[src/hdl/deq_pkg.sv]
`timescale 1ns / 1ps

package deq_pkg;

	localparam int DEPTH_DEF      = 16;
	localparam int DATA_WIDTH_DEF = 32;
	localparam int FUNC_WIDTH     = 3;
	localparam int STATUS_WIDTH   = 2;
	localparam int FILL_WIDTH_DEF = $clog2(DEPTH_DEF + 1);

	typedef enum logic [FUNC_WIDTH-1:0] {
		FUNC_PUSH_FRONT = 3'd0,
		FUNC_PUSH_BACK  = 3'd1,
		FUNC_POP_FRONT  = 3'd2,
		FUNC_POP_BACK   = 3'd3,
		FUNC_PEEK_FRONT = 3'd4,
		FUNC_PEEK_BACK  = 3'd5
	} func_t;

	typedef enum logic [STATUS_WIDTH-1:0] {
		STATUS_OK    = 2'd0,
		STATUS_EMPTY = 2'd1,
		STATUS_FULL  = 2'd2
	} status_t;

	// result bookkeeping carried alongside the RAM read
	typedef struct packed {
		logic    rd;
		status_t status;
	} meta_t;

endpackage

[src/hdl/deq_if.sv]
`timescale 1ns / 1ps

interface deq_req_if #(
	parameter int DATA_WIDTH = deq_pkg::DATA_WIDTH_DEF
) ();
	logic                            valid;
	logic                            ready;
	logic [deq_pkg::FUNC_WIDTH-1:0]  func;
	logic [DATA_WIDTH-1:0]           data_in;

	modport source (output valid, output func, output data_in, input ready);
	modport sink   (input valid, input func, input data_in, output ready);
endinterface

interface deq_rsp_if #(
	parameter int DATA_WIDTH = deq_pkg::DATA_WIDTH_DEF,
	parameter int FILL_WIDTH = deq_pkg::FILL_WIDTH_DEF
) ();
	logic                             valid;
	logic                             ready;
	logic [DATA_WIDTH-1:0]            data_out;
	logic [deq_pkg::STATUS_WIDTH-1:0] status;
	logic [FILL_WIDTH-1:0]            fill_after;

	modport source (output valid, output data_out, output status, output fill_after,
		input ready);
	modport sink   (input valid, input data_out, input status, input fill_after,
		output ready);
endinterface

[src/hdl/deq_ram.sv]
`timescale 1ns / 1ps

module deq_ram #(
	parameter int WIDTH = deq_pkg::DATA_WIDTH_DEF,
	parameter int DEPTH = deq_pkg::DEPTH_DEF,
	localparam int AW   = $clog2(DEPTH)
) (
	input  logic             clk,
	input  logic             we,
	input  logic             re,
	input  logic [AW-1:0]    addr,
	input  logic [WIDTH-1:0] wdata,
	output logic [WIDTH-1:0] rdata
);

	logic [WIDTH-1:0] mem_q [DEPTH];

	always_ff @(posedge clk) begin
		if (we) begin
			mem_q[addr] <= wdata;
		end
		// read data holds until the next read
		if (re) begin
			rdata <= mem_q[addr];
		end
	end

endmodule

[src/hdl/deq_ctrl.sv]
`timescale 1ns / 1ps

module deq_ctrl #(
	parameter int DEPTH      = deq_pkg::DEPTH_DEF,
	parameter int DATA_WIDTH = deq_pkg::DATA_WIDTH_DEF,
	localparam int AW        = $clog2(DEPTH),
	localparam int FW        = $clog2(DEPTH + 1)
) (
	input  logic                           clk,
	input  logic                           arst_n,
	input  logic                           req_valid,
	output logic                           req_ready,
	input  logic [deq_pkg::FUNC_WIDTH-1:0] func,
	input  logic [DATA_WIDTH-1:0]          data_in,
	input  logic                           rsp_ready,
	output logic                           rsp_valid,
	output deq_pkg::meta_t                 meta_s1,
	output logic [FW-1:0]                  fill_s1,
	output logic                           mem_we,
	output logic                           mem_re,
	output logic [AW-1:0]                  mem_addr,
	output logic [DATA_WIDTH-1:0]          mem_wdata
);

	logic [AW-1:0]  front_q, back_q, front_d, back_d;
	logic [FW-1:0]  fill_q, fill_d;
	logic           rsp_valid_q;
	logic           accept;
	logic           full, empty;
	logic           we_c, re_c;
	logic [AW-1:0]  front_prev, front_next, back_prev, back_next;
	deq_pkg::meta_t meta_c;

	assign req_ready = !rsp_valid_q || rsp_ready;
	assign accept    = req_valid && req_ready;
	assign full      = (fill_q == FW'(DEPTH));
	assign empty     = (fill_q == '0);

	assign front_prev = (front_q == '0) ? AW'(DEPTH - 1) : front_q - AW'(1);
	assign front_next = (front_q == AW'(DEPTH - 1)) ? '0 : front_q + AW'(1);
	assign back_prev  = (back_q == '0) ? AW'(DEPTH - 1) : back_q - AW'(1);
	assign back_next  = (back_q == AW'(DEPTH - 1)) ? '0 : back_q + AW'(1);

	always_comb begin
		front_d       = front_q;
		back_d        = back_q;
		fill_d        = fill_q;
		we_c          = 1'b0;
		re_c          = 1'b0;
		mem_addr      = front_q;
		meta_c.status = deq_pkg::STATUS_OK;
		case (deq_pkg::func_t'(func))
			deq_pkg::FUNC_PUSH_FRONT: begin
				if (full) begin
					meta_c.status = deq_pkg::STATUS_FULL;
				end else begin
					mem_addr = front_prev;
					front_d  = front_prev;
					fill_d   = fill_q + FW'(1);
					we_c     = 1'b1;
				end
			end
			deq_pkg::FUNC_PUSH_BACK: begin
				if (full) begin
					meta_c.status = deq_pkg::STATUS_FULL;
				end else begin
					mem_addr = back_q;
					back_d   = back_next;
					fill_d   = fill_q + FW'(1);
					we_c     = 1'b1;
				end
			end
			deq_pkg::FUNC_POP_FRONT: begin
				if (empty) begin
					meta_c.status = deq_pkg::STATUS_EMPTY;
				end else begin
					mem_addr = front_q;
					front_d  = front_next;
					fill_d   = fill_q - FW'(1);
					re_c     = 1'b1;
				end
			end
			deq_pkg::FUNC_POP_BACK: begin
				if (empty) begin
					meta_c.status = deq_pkg::STATUS_EMPTY;
				end else begin
					mem_addr = back_prev;
					back_d   = back_prev;
					fill_d   = fill_q - FW'(1);
					re_c     = 1'b1;
				end
			end
			deq_pkg::FUNC_PEEK_FRONT: begin
				if (empty) begin
					meta_c.status = deq_pkg::STATUS_EMPTY;
				end else begin
					mem_addr = front_q;
					re_c     = 1'b1;
				end
			end
			deq_pkg::FUNC_PEEK_BACK: begin
				if (empty) begin
					meta_c.status = deq_pkg::STATUS_EMPTY;
				end else begin
					mem_addr = back_prev;
					re_c     = 1'b1;
				end
			end
			default: begin
				// unused codes leave everything alone
			end
		endcase
		meta_c.rd = re_c;
	end

	assign mem_we    = accept && we_c;
	assign mem_re    = accept && re_c;
	assign mem_wdata = data_in;

	always_ff @(posedge clk or negedge arst_n) begin
		if (!arst_n) begin
			front_q     <= '0;
			back_q      <= '0;
			fill_q      <= '0;
			rsp_valid_q <= 1'b0;
		end else begin
			if (accept) begin
				front_q <= front_d;
				back_q  <= back_d;
				fill_q  <= fill_d;
			end
			if (req_ready) begin
				rsp_valid_q <= req_valid;
			end
		end
	end

	always_ff @(posedge clk) begin
		if (accept) begin
			meta_s1 <= meta_c;
			fill_s1 <= fill_d;
		end
	end

	assign rsp_valid = rsp_valid_q;

endmodule

[src/hdl/double_ended_queue.sv]
`timescale 1ns / 1ps

// Bounded double-ended queue in a ring buffer of DEPTH words.
// Channel req (sink): func selects push front/back, pop front/back or
// peek front/back; data_in is the word stored by a push.
// Channel rsp (source): one result per request with data_out (word taken
// or seen, zero otherwise), status (ok, empty error, full error) and
// fill_after, the word count once the request has taken effect.
// The result is valid in the cycle after the request transfer.
// Throughput: one request per cycle while rsp is taken every cycle; each
// request uses the single RAM port at most once and the read data lands in the
// RAM output register, which serves as the result stage.
// When rsp stalls the pending result holds and req.ready drops until it
// is transferred; no request is lost or reordered.
// Reset empties the queue (pointers and count cleared) and drops any
// pending result; the stored words are not cleared and need no sweep.
// A push into a full queue or a pop/peek of an empty queue changes nothing.
module double_ended_queue #(
	parameter int DEPTH      = deq_pkg::DEPTH_DEF,
	parameter int DATA_WIDTH = deq_pkg::DATA_WIDTH_DEF,
	localparam int AW        = $clog2(DEPTH),
	localparam int FW        = $clog2(DEPTH + 1)
) (
	input  logic      clk,
	input  logic      arst_n,
	deq_req_if.sink   req,
	deq_rsp_if.source rsp
);

	logic                  mem_we, mem_re;
	logic [AW-1:0]         mem_addr;
	logic [DATA_WIDTH-1:0] mem_wdata, mem_rdata;
	deq_pkg::meta_t        meta_s1;
	logic [FW-1:0]         fill_s1;
	logic                  rsp_valid;

	deq_ctrl #(
		.DEPTH      (DEPTH),
		.DATA_WIDTH (DATA_WIDTH)
	) u_ctrl (
		.clk       (clk),
		.arst_n    (arst_n),
		.req_valid (req.valid),
		.req_ready (req.ready),
		.func      (req.func),
		.data_in   (req.data_in),
		.rsp_ready (rsp.ready),
		.rsp_valid (rsp_valid),
		.meta_s1   (meta_s1),
		.fill_s1   (fill_s1),
		.mem_we    (mem_we),
		.mem_re    (mem_re),
		.mem_addr  (mem_addr),
		.mem_wdata (mem_wdata)
	);

	deq_ram #(
		.WIDTH (DATA_WIDTH),
		.DEPTH (DEPTH)
	) u_ram (
		.clk   (clk),
		.we    (mem_we),
		.re    (mem_re),
		.addr  (mem_addr),
		.wdata (mem_wdata),
		.rdata (mem_rdata)
	);

	assign rsp.valid      = rsp_valid;
	assign rsp.data_out   = meta_s1.rd ? mem_rdata : '0;
	assign rsp.status     = meta_s1.status;
	assign rsp.fill_after = fill_s1;

	a_port_exclusive: assert property (@(posedge clk) disable iff (!arst_n)
		!(mem_we && mem_re))
		else $error("RAM written and read in the same cycle");

	a_read_gives_result: assert property (@(posedge clk) disable iff (!arst_n)
		mem_re |=> rsp_valid && meta_s1.rd)
		else $error("RAM read without a result the next cycle");

	a_full_count: assert property (@(posedge clk) disable iff (!arst_n)
		rsp_valid && meta_s1.status == deq_pkg::STATUS_FULL |-> fill_s1 == FW'(DEPTH))
		else $error("full error reported below capacity");

	a_empty_count: assert property (@(posedge clk) disable iff (!arst_n)
		rsp_valid && meta_s1.status == deq_pkg::STATUS_EMPTY |-> fill_s1 == '0)
		else $error("empty error reported with words stored");

	a_fill_bound: assert property (@(posedge clk) disable iff (!arst_n)
		rsp_valid |-> fill_s1 <= FW'(DEPTH))
		else $error("fill count above capacity");

endmodule
[src/flat_wrapper.sv]
// flat-port wrapper written by rule: the top's interface ports become plain ports
module double_ended_queue_flat 
#(
	parameter int DEPTH      = deq_pkg::DEPTH_DEF,
	parameter int DATA_WIDTH = deq_pkg::DATA_WIDTH_DEF,
	localparam int AW        = $clog2(DEPTH),
	localparam int FW        = $clog2(DEPTH + 1)
)
  (clk, arst_n, req_valid, req_func, req_data_in, req_ready, rsp_valid, rsp_data_out, rsp_status, rsp_fill_after, rsp_ready);
  deq_req_if #(.DATA_WIDTH(DATA_WIDTH)) req_i ();
  deq_rsp_if #(.DATA_WIDTH(DATA_WIDTH)) rsp_i ();
  input  logic clk;
  input  logic arst_n;
  input wire logic [$bits(req_i.valid)-1:0] req_valid;
  input wire logic [$bits(req_i.func)-1:0] req_func;
  input wire logic [$bits(req_i.data_in)-1:0] req_data_in;
  output wire logic [$bits(req_i.ready)-1:0] req_ready;
  output wire logic [$bits(rsp_i.valid)-1:0] rsp_valid;
  output wire logic [$bits(rsp_i.data_out)-1:0] rsp_data_out;
  output wire logic [$bits(rsp_i.status)-1:0] rsp_status;
  output wire logic [$bits(rsp_i.fill_after)-1:0] rsp_fill_after;
  input wire logic [$bits(rsp_i.ready)-1:0] rsp_ready;
  assign req_i.valid = req_valid;
  assign req_i.func = req_func;
  assign req_i.data_in = req_data_in;
  assign req_ready = req_i.ready;
  assign rsp_valid = rsp_i.valid;
  assign rsp_data_out = rsp_i.data_out;
  assign rsp_status = rsp_i.status;
  assign rsp_fill_after = rsp_i.fill_after;
  assign rsp_i.ready = rsp_ready;
  double_ended_queue #(.DEPTH(DEPTH), .DATA_WIDTH(DATA_WIDTH)) u_core (.clk(clk), .arst_n(arst_n), .req(req_i), .rsp(rsp_i));
endmodule
[config.mk]
export PLATFORM = sky130hd
export DESIGN_NAME = double_ended_queue_flat
export DESIGN_NICKNAME = d
export VERILOG_FILES = /design/src/hdl/deq_pkg.sv /design/src/hdl/deq_if.sv /design/src/hdl/deq_ram.sv /design/src/hdl/deq_ctrl.sv /design/src/hdl/double_ended_queue.sv /design/src/flat_wrapper.sv
export SDC_FILE = /design/constraint.sdc
export NUM_CORES = 1
export LEC_CHECK = 0
export BUFFER_PORTS_ARGS = -buffer_cell sky130_fd_sc_hd__buf_2
export CORE_MARGIN = 1
export CORE_UTILIZATION = 39
export CTS_CLUSTER_DIAMETER = 30
export DETAILED_ROUTE_END_ITERATION = 10
export GPL_TIMING_DRIVEN = 0
export PLACE_DENSITY = 0.66
export SLEW_MARGIN = 20
export SYNTH_ARGS = -nofsm -noshare
export SYNTH_HDL_FRONTEND = slang
export SYNTH_SLANG_ARGS = --single-unit
[constraint.sdc]
create_clock -name clk -period 4.2 [get_ports clk]
set_clock_uncertainty 0.1 [all_clocks]
set_input_delay 0.84 -clock clk [delete_from_list [all_inputs] [get_ports clk]]
set_output_delay 0.84 -clock clk [all_outputs]
set_load 0.03 [all_outputs]
==> run summary, run 1 <==
Status: completed
Worst vdd ir: 482.2 uV
Fin crit share: 98.07%
NumNets Final: 2047
Post-Synthesis Cell Area: 0.02514 mm^2
Syn Area/Cell: 14.29 um^2
Ys flop type: edfxtp_1
Routed wire length per instance: 24.47 um
DRC Markers: 0
CTS H-Tree Depth: 3
DR pass1 iterations: 6
Crit path launch type: flip-flop
Die width: 255.9 um
Cells along the critical path: inv_1 -> ha_1 -> nor4bb_2 -> nor2_2 -> a41oi_1 -> nand3_1 -> buf_2 -> nor3_2 -> buf_2 -> nand3_1 -> nand4_1
Total track usage: 21.68%
Launch point of the worst reg-to-reg path: u_core.u_ctrl.fill_q[0]
Post-synth top area cell: edfxtp_1
Req. time, crit path: 4.57 ns
Die area: 0.06548 mm^2
Final Hold Viols: 0
Critical Path AT: 4.49 ns
Antenna Cells: 0
Ys Warns: 0
Most frequent cells in the layout: edfxtp_1 (552), nand3_1 (169), nor2_1 (148)
Vias per cell: 5.911
Total CTS buffers: 114
Detailed Route Iter0 Violations: 2003
PortBufs: 77
HPWL after detailed placement: 46380 um
Reg clk slew, reported paths: 0.05 ns
Slowest CP cell: nor3_2
Detailed-route via count: 17430
Die Y-Extent: 255.9 um
Final WS setup: 0.08094 ns
Crit. Startpoint: u_core.u_ctrl.fill_q[0]
Max_slew headroom: 39.42%
Layout cells sized above 1: 25.98%
Final Core Density: 50.11%
MaxCap Viol Count: 0
Clock Path Buffers: 3
Row cnt: 92
Top cells by area in the synthesized netlist: edfxtp_1 (66%), a2111oi_0 (3.6%), nand3_1 (3.4%)
Skew-Pair Late Insertion Delay: 0.66 ns
Synthesized net count: 1805
GRT overflow: 0
CTS Sinks: 566
GP Congestion: 0.8725
Power per cell area: 719.4 mW/mm^2
Synth unique cells: 75
I/O pin total: 80
CP Class: flip-flop to flip-flop
Synth async-reset ratio: 2.473%
Fill count: 5124
CTS tree: done
Total wire length: 72140 um
Detail Route Antenna Nets: 0
Final setup vio count: 0
Layout area overhead: 26.42%
Antenna violations before repair: 1
Crit-path max FO: 10
Global-route wire length before repair: 108700 um
Initial core utilization: 39.64%
Most common cell after layout, fill and taps aside: edfxtp_1
FF+latch count, synth: 566
Fmax: 242.8 MHz
Largest net degree at the start of global routing: 23
EDFF count, synth: 552
Min cycle time layout: 4.119 ns
Vias in the first global route: 17780
Register area share after synthesis: 67.33%
Post-synth top area share: 65.94%
Total core area: 0.06343 mm^2
Crit path largest cell delay: 0.51 ns
Max-slew violation count: 0
Clk root buf: clkbuf_16
Worst hold path type: input pin to asynchronous set/reset pin
Worst-margin pin slew: 0.8858 ns
Pre-CTS setup slack: -0.8789 ns
CP Capture Type: flip-flop
Mapped Cells: 1759
Pleak: 10.72 nW
[per-layer routing]
layer / GRT usage (%) / routed length, um / part of all wire, %
met1: 27.74 / 28330 / 39
met2: 35.21 / 34590 / 48
met3: 4.506 / 6270 / 8.7
met4: 10.30 / 2937 / 4.1
met5: 0 / 14 / 0.019
[through the flow]
stage	instances	cell area [um^2]	TNS, ns	hold WS, ns	power [mW]
after global routing	2948	31780	-0.1339	0.04330	23.63
after global placement	2682	26600	-946.77	0.4117	12.91
after CTS	2945	31690	0	0.02418	22.77
after floorplan	1759	25160	-113.59	0.4207	10.96
final	2948	31780	0	0.02100	22.86
after detailed placement	2700	27130	-329.99	0.4407	13.16
[logic make-up (layout without fill, tap and decap cells)]
kind of cell	count (synthesis)	after routing	synth area share, %
and+or+nand+nor	458	458	8.969
buffers and inverters	165	508	3.215
adders and majority gates	7	7	0.3484
xor gates and xnor gates	9	9	0.3136
AOI/OAI and AO/OA	390	390	12.60
muxes	164	164	7.222
DFF	566	566	67.33
[where the power goes]
| group | leakage, nW | internal, mW | switching (mW) |
|---|---|---|---|
| Combinational | 3.64 | 2.21 | 4.42 |
| Sequential | 5.15 | 6.62 | 0.122 |
| Clock | 1.93 | 6.46 | 3.04 |
[registers in the layout, indices dropped and copies added (netlist names)]
signal                   count
u_core.u_ctrl.front_q        4
u_core.u_ram.rdata          32
u_core.u_ctrl.meta_s1        3
u_core.u_ctrl.fill_q         5
u_core.u_ctrl.rsp_valid      1
u_core.u_ctrl.back_q         4
u_core.u_ram.mem_q         512
u_core.u_ctrl.fill_s1        5
[synthesized netlist by cell type (2+ instances only)]
library cell and number:
buf_6 14, clkbuf_1 83, a211oi_2 2, mux2_2 68, a2111oi_1 8, dfrtp_1 14, o21ai_0 111, and3_1 2
mux2i_1 64, buf_4 6, a2111oi_2 8, a2111oi_0 104, nand3_1 169, inv_2 2, a22oi_1 33, o21ai_1 2
inv_1 11, nand2b_1 3, a31oi_1 5, nor3_2 4, nor2_1 166, buf_2 49, ha_1 7, nor3_1 10
nand4_1 36, mux2_1 19, xor2_1 3, o22a_1 66, o22ai_1 3, xnor2_1 6, mux2_4 13, nor4b_1 2
a2111oi_4 8, nand2_1 21, and2_1 32, o31ai_1 2, a21oi_1 12, edfxtp_1 552, o41ai_1 3
[critical path: cells and delay by family (launching register included)]
family / cells / cell delay (ns)
AND/OR/NAND/NOR: 6 / 1.86
buffers and inverters: 3 / 0.98
adder cells (fa/ha/maj): 1 / 0.26
AO/OA/AOI/OAI: 1 / 0.34
flip-flops: 1 / 0.42
[what timing repair did]
item,4_1_cts,5_1_grt
endpoints found under the setup margin,537,529
pin swaps,18,5
buffers inserted,28,3
hold buffers,0,0
resized for setup,24,33
endpoints found under the hold margin,0,0
[final cells by class]
type,count,area [um^2],share of cell area [%]
Sequential cell,566,16930,53.26
Clock inverter,87,1099,3.457
Inverter,13,48.80,0.1535
Multi-Input combinational cell,1028,7630,24.01
Timing Repair Buffer,126,1234,3.882
Tap cell,846,1059,3.331
Buffer,152,788.3,2.480
Clock buffer,130,2998,9.433
[path summary, 6_finish.rpt]
check	cells after the start	to	slack, ns
max	11	u_core.u_ram.rdata[0]	0.08
min reg2reg	2	u_core.u_ctrl.rsp_valid	0.44
max reg2reg	11	u_core.u_ram.rdata[0]	0.08
min in group clk	2	u_core.u_ctrl.rsp_valid	0.32
min	1	u_core.u_ctrl.back_q[1]	0.02
max in group asynchronous	1	u_core.u_ctrl.fill_q[4]	3.67
No activity file was read; power rests on OpenSTA's default activity.
==> inputs of run 2 (changes only) <==
PLACE_DENSITY = not set   (was 0.66)
==> run summary, run 2 (same netlist as run 1, synthesis figures left out) <==
Status: completed
PortBufs: 77 (unchanged)
Min cycle time layout: 4.161 ns (+0.04179 ns)
CTS Sinks: 566 (unchanged)
Biggest regs: u_core.u_ram.mem_q: 512 flops, u_core.u_ram.rdata: 32 flops
CTS H-Tree Depth: 3 (unchanged)
Detailed-route via count: 17360 (-0.38%)
Crit path largest cell delay: 0.66 ns (+0.15 ns)
Flop pwr share: 29.8% (+0.3 points)
Total wire length: 72770 um (+0.87%)
Final setup vio count: 0 (unchanged)
Net Sw Frac: 33.30% (+0.15 points)
R2r endpoint: u_core.u_ram.rdata[7]
Worst-margin pin slew: 1.073 ns (+0.1868 ns)
Cell Int Power: 15.06 mW (-1.5%)
Crit. Startpoint: u_core.u_ctrl.front_q[0]
Max_slew headroom: 26.65% (-13 points)
Crit path launch type: flip-flop
CTS tree: done
GRT overflow: 0 (unchanged)
Pre-CTS setup slack: -0.8962 ns (-0.01733 ns)
Clock Path Buffers: 3 (unchanged)
Max-slew violation count: 0 (unchanged)
Die width: 255.9 um (unchanged)
Detailed Route Iter0 Violations: 1768 (-12%)
Worst hold path type: input pin to flip-flop
Die Y-Extent: 255.9 um (unchanged)
Die area: 0.06548 mm^2 (unchanged)
Final Hold Viols: 0 (unchanged)
HPWL after detailed placement: 47260 um (+1.9%)
Max reg flops: 512 (unchanged)
Antenna Cells: 0 (unchanged)
Post-route cell area: 0.03166 mm^2 (-0.39%)
Clk root buf: clkbuf_16
I/O pin total: 80 (unchanged)
Largest net degree at the start of global routing: 25 (+8.7%)
Power per cell area: 713.2 mW/mm^2 (-0.85%)
Antenna violations before repair: 0 (-1)
Critical Path AT: 4.40 ns (-0.09 ns)
Layout cells sized above 1: 25.80% (-0.18 points)
Row cnt: 92 (unchanged)
Critical Path End: u_core.u_ram.rdata[7]
Layout area overhead: 25.93%
DR pass1 iterations: 6 (unchanged)
Reg clk slew, reported paths: 0.04 ns (about the same)
Req. time, crit path: 4.44 ns (-0.13 ns)
Comb pwr share: 29.6% (+0.6 points)
DRC Markers: 0 (unchanged)
Crit-path max FO: 10 (unchanged)
Reg2Reg Depth: 12 (+1)
Reg with most FFs: u_core.u_ram.mem_q
Routed wire length per instance: 24.66 um (+0.77%)
FF-to-FF setup slack: 0.04 ns (-0.04 ns)
Initial core utilization: 39.64% (unchanged)
Cells along the critical path: buf_2 -> inv_1 -> ha_1 -> nor3b_1 -> o311a_2 -> a21o_4 -> nor2_4 -> buf_4 -> buf_6 -> mux2_4 -> a2111oi_1 -> nand4_1
Fmax: 240.3 MHz (-1.0%)
Total track usage: 22.07% (+0.39 points)
Worst vdd ir: 315.2 uV (-35%)
Total core area: 0.06343 mm^2 (unchanged)
Detail Route Antenna Nets: 0 (unchanged)
Most common cell after layout, fill and taps aside: edfxtp_1
Post-place instance area: 0.02711 mm^2 (about the same)
Vias in the first global route: 17780 (unchanged)
Slowest CP cell: a2111oi_1
Pleak: 10.70 nW (-0.22%)
MaxCap Viol Count: 0 (unchanged)
Vias per cell: 5.882 (-0.49%)
GP Congestion: 0.8894 (+1.9%)
Final WS setup: 0.03915 ns (-0.04179 ns)
Most frequent cells in the layout: edfxtp_1 (552), nand3_1 (169), nor2_1 (148)
Launch point of the worst reg-to-reg path: u_core.u_ctrl.front_q[0]
CP Class: flip-flop to flip-flop
Global-route wire length before repair: 109800 um (+1.1%)
Fin crit share: 99.07% (+0.99 points)
Skew-Pair Late Insertion Delay: 0.65 ns (about the same)
NumNets Final: 2053 (+0.29%)
Net switching power: 7.518 mW (-0.81%)
CP Capture Type: flip-flop
Clk network pwr share: 40.5% (-1.0 points)
Total CTS buffers: 112 (-1.8%)
[run 2: worst min-delay path by stage]
stage / startpoint / end / slack, ns / depth (start not counted)
detailed placement: u_core.u_ctrl.rsp_valid / u_core.u_ctrl.rsp_valid / 0.42 / 2
CTS: req_valid / u_core.u_ctrl.rsp_valid / 0.28 / 2
global route: req_valid / u_core.u_ctrl.rsp_valid / 0.32 / 2
floorplan: u_core.u_ctrl.back_q[2] / u_core.u_ctrl.back_q[2] / 0.42 / 1
finish: req_valid / u_core.u_ctrl.rsp_valid / 0.30 / 2
global placement: u_core.u_ctrl.rsp_valid / u_core.u_ctrl.rsp_valid / 0.41 / 2
[run 2: through the flow]
step           instances  setup TNS (ns)  utilization (%)  hold WS [ns]  total power [mW]
2_1_floorplan       1759         -113.59                -        0.4207             10.96
3_3_place_gp        2682         -980.90            41.94        0.4100             12.98
3_5_place_dp        2700         -317.90            42.74        0.4238             13.21
4_1_cts             2942               0            49.69        0.2775             22.47
5_1_grt             2951         -0.3741            49.91        0.3225             23.35
6_report            2951               0            49.91        0.3048             22.58
[run 2: metal layers]
metal	vias to the layer above	track usage, %	wire length, um
met5	-	0	0
met4	0	10.15	2993
met3	182	3.525	5051
met2	831	36.35	35140
met1	8780	28.62	29590
li1	7566	-	-
[run 2: repair_timing]
action                                  4_1_cts  5_1_grt
hold buffers                                  1        0
endpoints found under the setup margin      536      536
hold endpoints to repair                      8        0
buffers inserted                             29       10
pin swaps                                    20        7
gates resized for setup                      24       27
cloned                                        0        0
[run 2: cell type report]
type,instances,area (um^2)
fillers,5246,31770
flip-flops and latches,566,16930
multi-input cells,1028,7627
repair buffers,135,1289
clock inverters,83,1040
inverters,13,48.80
clock buffers,129,2888
plain buffers,151,779.5
well taps,846,1059
[run 2: power by group through the flow]
stage	sequential [mW]	combinational (mW)	clock (mW)
2_1_floorplan	6.83	4.13	0
3_3_place_gp	6.84	6.14	0
3_5_place_dp	6.84	6.37	0
4_1_cts	6.74	6.51	9.22
5_1_grt	6.76	7.10	9.49
6_report	6.74	6.69	9.15
[run 2: critical path: cells and delay by family, from the launching register on]
family / cells / cell delay (ns)
muxes: 1 / 0.32
and+or+nand+nor: 3 / 0.64
adders and majority gates: 1 / 0.29
DFF: 1 / 0.34
buffers and inverters: 4 / 0.81
AOI/OAI and AO/OA: 3 / 1.34
==> inputs of run 3 (changes only) <==
ABC_AREA = 0   (was not set)
CORE_ASPECT_RATIO = 0.75   (was not set)
CTS_BUF_LIST = sky130_fd_sc_hd__clkbuf_8 sky130_fd_sc_hd__clkbuf_16   (was not set)
==> run summary, run 3 (same netlist as run 1, synthesis figures left out) <==
Status: completed
Crit. Startpoint: u_core.u_ctrl.front_q[0]
Launch point of the worst reg-to-reg path: u_core.u_ctrl.front_q[0]
Antenna violations before repair: 1 (+1)
Net switching power: 7.621 mW (+1.4%)
Layout area overhead: 25.58%
Crit-path max FO: 10 (unchanged)
Crit path launch type: flip-flop
Worst-margin pin slew: 1.063 ns (-0.009408 ns)
Most common cell after layout, fill and taps aside: edfxtp_1
DRC Markers: 0 (unchanged)
Reg clk slew, reported paths: 0.05 ns (about the same)
Cell Int Power: 14.37 mW (-4.6%)
RSZ-0062 raised after global routing: true
Total core area: 0.06366 mm^2 (+0.37%)
Total wire length: 75560 um (+3.8%)
Fmax: 242.5 MHz (+0.89%)
Row cnt: 80 (-13%)
Max reg flops: 512 (unchanged)
Reg with most FFs: u_core.u_ram.mem_q
GRT overflow: 0 (unchanged)
CTS H-Tree Depth: 3 (unchanged)
Flop pwr share: 30.6% (+0.8 points)
Antenna Cells: 0 (unchanged)
Total CTS buffers: 99 (-12%)
Power per cell area: 696.6 mW/mm^2 (-2.3%)
Critical Path AT: 4.51 ns (+0.11 ns)
Total track usage: 22.95% (+0.88 points)
GP Congestion: 0.8436 (-5.1%)
Most frequent cells in the layout: edfxtp_1 (552), nand3_1 (169), nor2_1 (148)
CP Class: flip-flop to flip-flop
Routed wire length per instance: 25.62 um (+3.9%)
Detail Route Antenna Nets: 0 (unchanged)
Vias per cell: 5.944 (+1.0%)
CTS tree: done
Die width: 295.2 um (+15%)
Req. time, crit path: 4.59 ns (+0.15 ns)
Final Hold Viols: 0 (unchanged)
Vias in the first global route: 17220 (-3.2%)
Hold buffer count at cts: 0 (-1)
Pleak: 10.66 nW (-0.34%)
TNS Setup: 0 ns (unchanged)
Layout cells sized above 1: 26.48% (+0.69 points)
Final setup vio count: 0 (unchanged)
Largest net degree at the start of global routing: 24 (-4.0%)
Max_slew headroom: 27.29% (+0.64 points)
CP Capture Type: flip-flop
Clk network pwr share: 37.9% (-2.6 points)
Clk root buf: clkbuf_16
Max-slew violation count: 0 (unchanged)
CTS Sinks: 566 (unchanged)
Total chip power: 21.99 mW (-2.6%)
HPWL after detailed placement: 48450 um (+2.5%)
Detailed Route Iter0 Violations: 1925 (+8.9%)
Worst hold path type: input pin to asynchronous set/reset pin
NumNets Final: 2048 (-0.24%)
MaxCap Viol Count: 0 (unchanged)
Net Sw Frac: 34.65% (+1.4 points)
DR pass1 iterations: 5 (-1)
Global-route wire length before repair: 111300 um (+1.3%)
Die area: 0.06549 mm^2 (about the same)
Fin crit share: 98.19% (-0.88 points)
I/O pin total: 80 (unchanged)
Biggest regs: u_core.u_ram.mem_q: 512 flops, u_core.u_ram.rdata: 32 flops
Skew-Pair Late Insertion Delay: 0.66 ns (about the same)
Clock Path Buffers: 3 (unchanged)
Die Y-Extent: 221.9 um (-13%)
Initial core utilization: 39.49% (-0.15 points)
Comb pwr share: 31.5% (+1.9 points)
PortBufs: 77 (unchanged)
Min cycle time layout: 4.124 ns (-0.03677 ns)
Detailed-route via count: 17530 (+0.98%)
Worst vdd ir: 354.3 uV (+12%)
-- run 3: changes by cell type in the layout (fill, tap and decap cells not counted), moves of 7 or more --
cell,previous run,this run
inv_1,11,20
buf_16,7,14
clkbuf_1,86,69
clkinv_4,4,12
a2111oi_0,90,74
clkbuf_16,113,101
a2111oi_2,16,26
-- run 3: timing repair --
action	CTS	global route
pin swaps	20	5
endpoints found under the setup margin	511	305
resized for setup	35	49
buffers inserted	34	8
-- run 3: area by class of cell --
type | count | area, um^2
fill | 5350 | 32090
sequential | 566 | 16930
buffer | 151 | 778.2
inverter | 13 | 48.80
clock buffer | 101 | 2527
multi-input combinational | 1028 | 7732
timing repair buffer | 143 | 1511
tap | 861 | 1077
clock inverter | 86 | 967.2
-- run 3: per-stage QoR --
step | instances | setup WS (ns) | utilization [%] | hold WS (ns) | cell area (um^2)
finish | 2949 | 0.07592 | 49.59 | 0.03373 | 31570
global route | 2949 | -0.02333 | 49.59 | 0.02924 | 31570
CTS | 2942 | 0.0006826 | 49.32 | 0.01916 | 31400
detailed placement | 2721 | -0.8598 | 42.89 | 0.4252 | 27300
global placement | 2697 | -2.983 | 41.82 | 0.4061 | 26620
floorplan | 1759 | -0.4437 | - | 0.4207 | 25160
-- run 3: power by group through the flow --
stage	Sequential (mW)	Combinational, mW	Clock (mW)
floorplan	6.83	4.13	0
finish	6.73	6.93	8.33
CTS	6.73	6.68	8.42
global route	6.75	7.35	8.65
global placement	6.84	6.23	0
detailed placement	6.84	6.44	0
-- run 3: final timing paths --
kind / to / cells past startpoint / slack [ns]
min in group clk: u_core.u_ctrl.rsp_valid / 2 / 0.32
max in group asynchronous: u_core.u_ctrl.front_q[1] / 1 / 3.68
worst min-delay path: u_core.u_ctrl.back_q[3] / 1 / 0.03
worst max register to register: u_core.u_ram.rdata[25] / 11 / 0.08
worst min register to register: u_core.u_ctrl.rsp_valid / 2 / 0.43
worst max-delay path: u_core.u_ram.rdata[25] / 11 / 0.08
-- run 3: worst max-delay path: stages, from the launching register on --
cell and delay (ns):
dfrtp_1 0.35, buf_2 0.25, inv_1 0.17, ha_1 0.32, nor3b_1 0.20, o311a_2 0.42, a21oi_4 0.31, clkbuf_1 0.53
nand3_1 0.17, a2111oi_1 0.82, a2111oi_2 0.18, nand4_1 0.17
-- run 3: layer usage --
| layer | up-vias | share of wire [%] | track usage (%) |
|---|---|---|---|
| met5 | - | 0 | 0 |
| met2 | 941 | 44 | 33.94 |
| met4 | 0 | 2.5 | 6.619 |
| li1 | 7562 | - | - |
| met3 | 173 | 9.4 | 6.075 |
| met1 | 8853 | 44 | 33.06 |
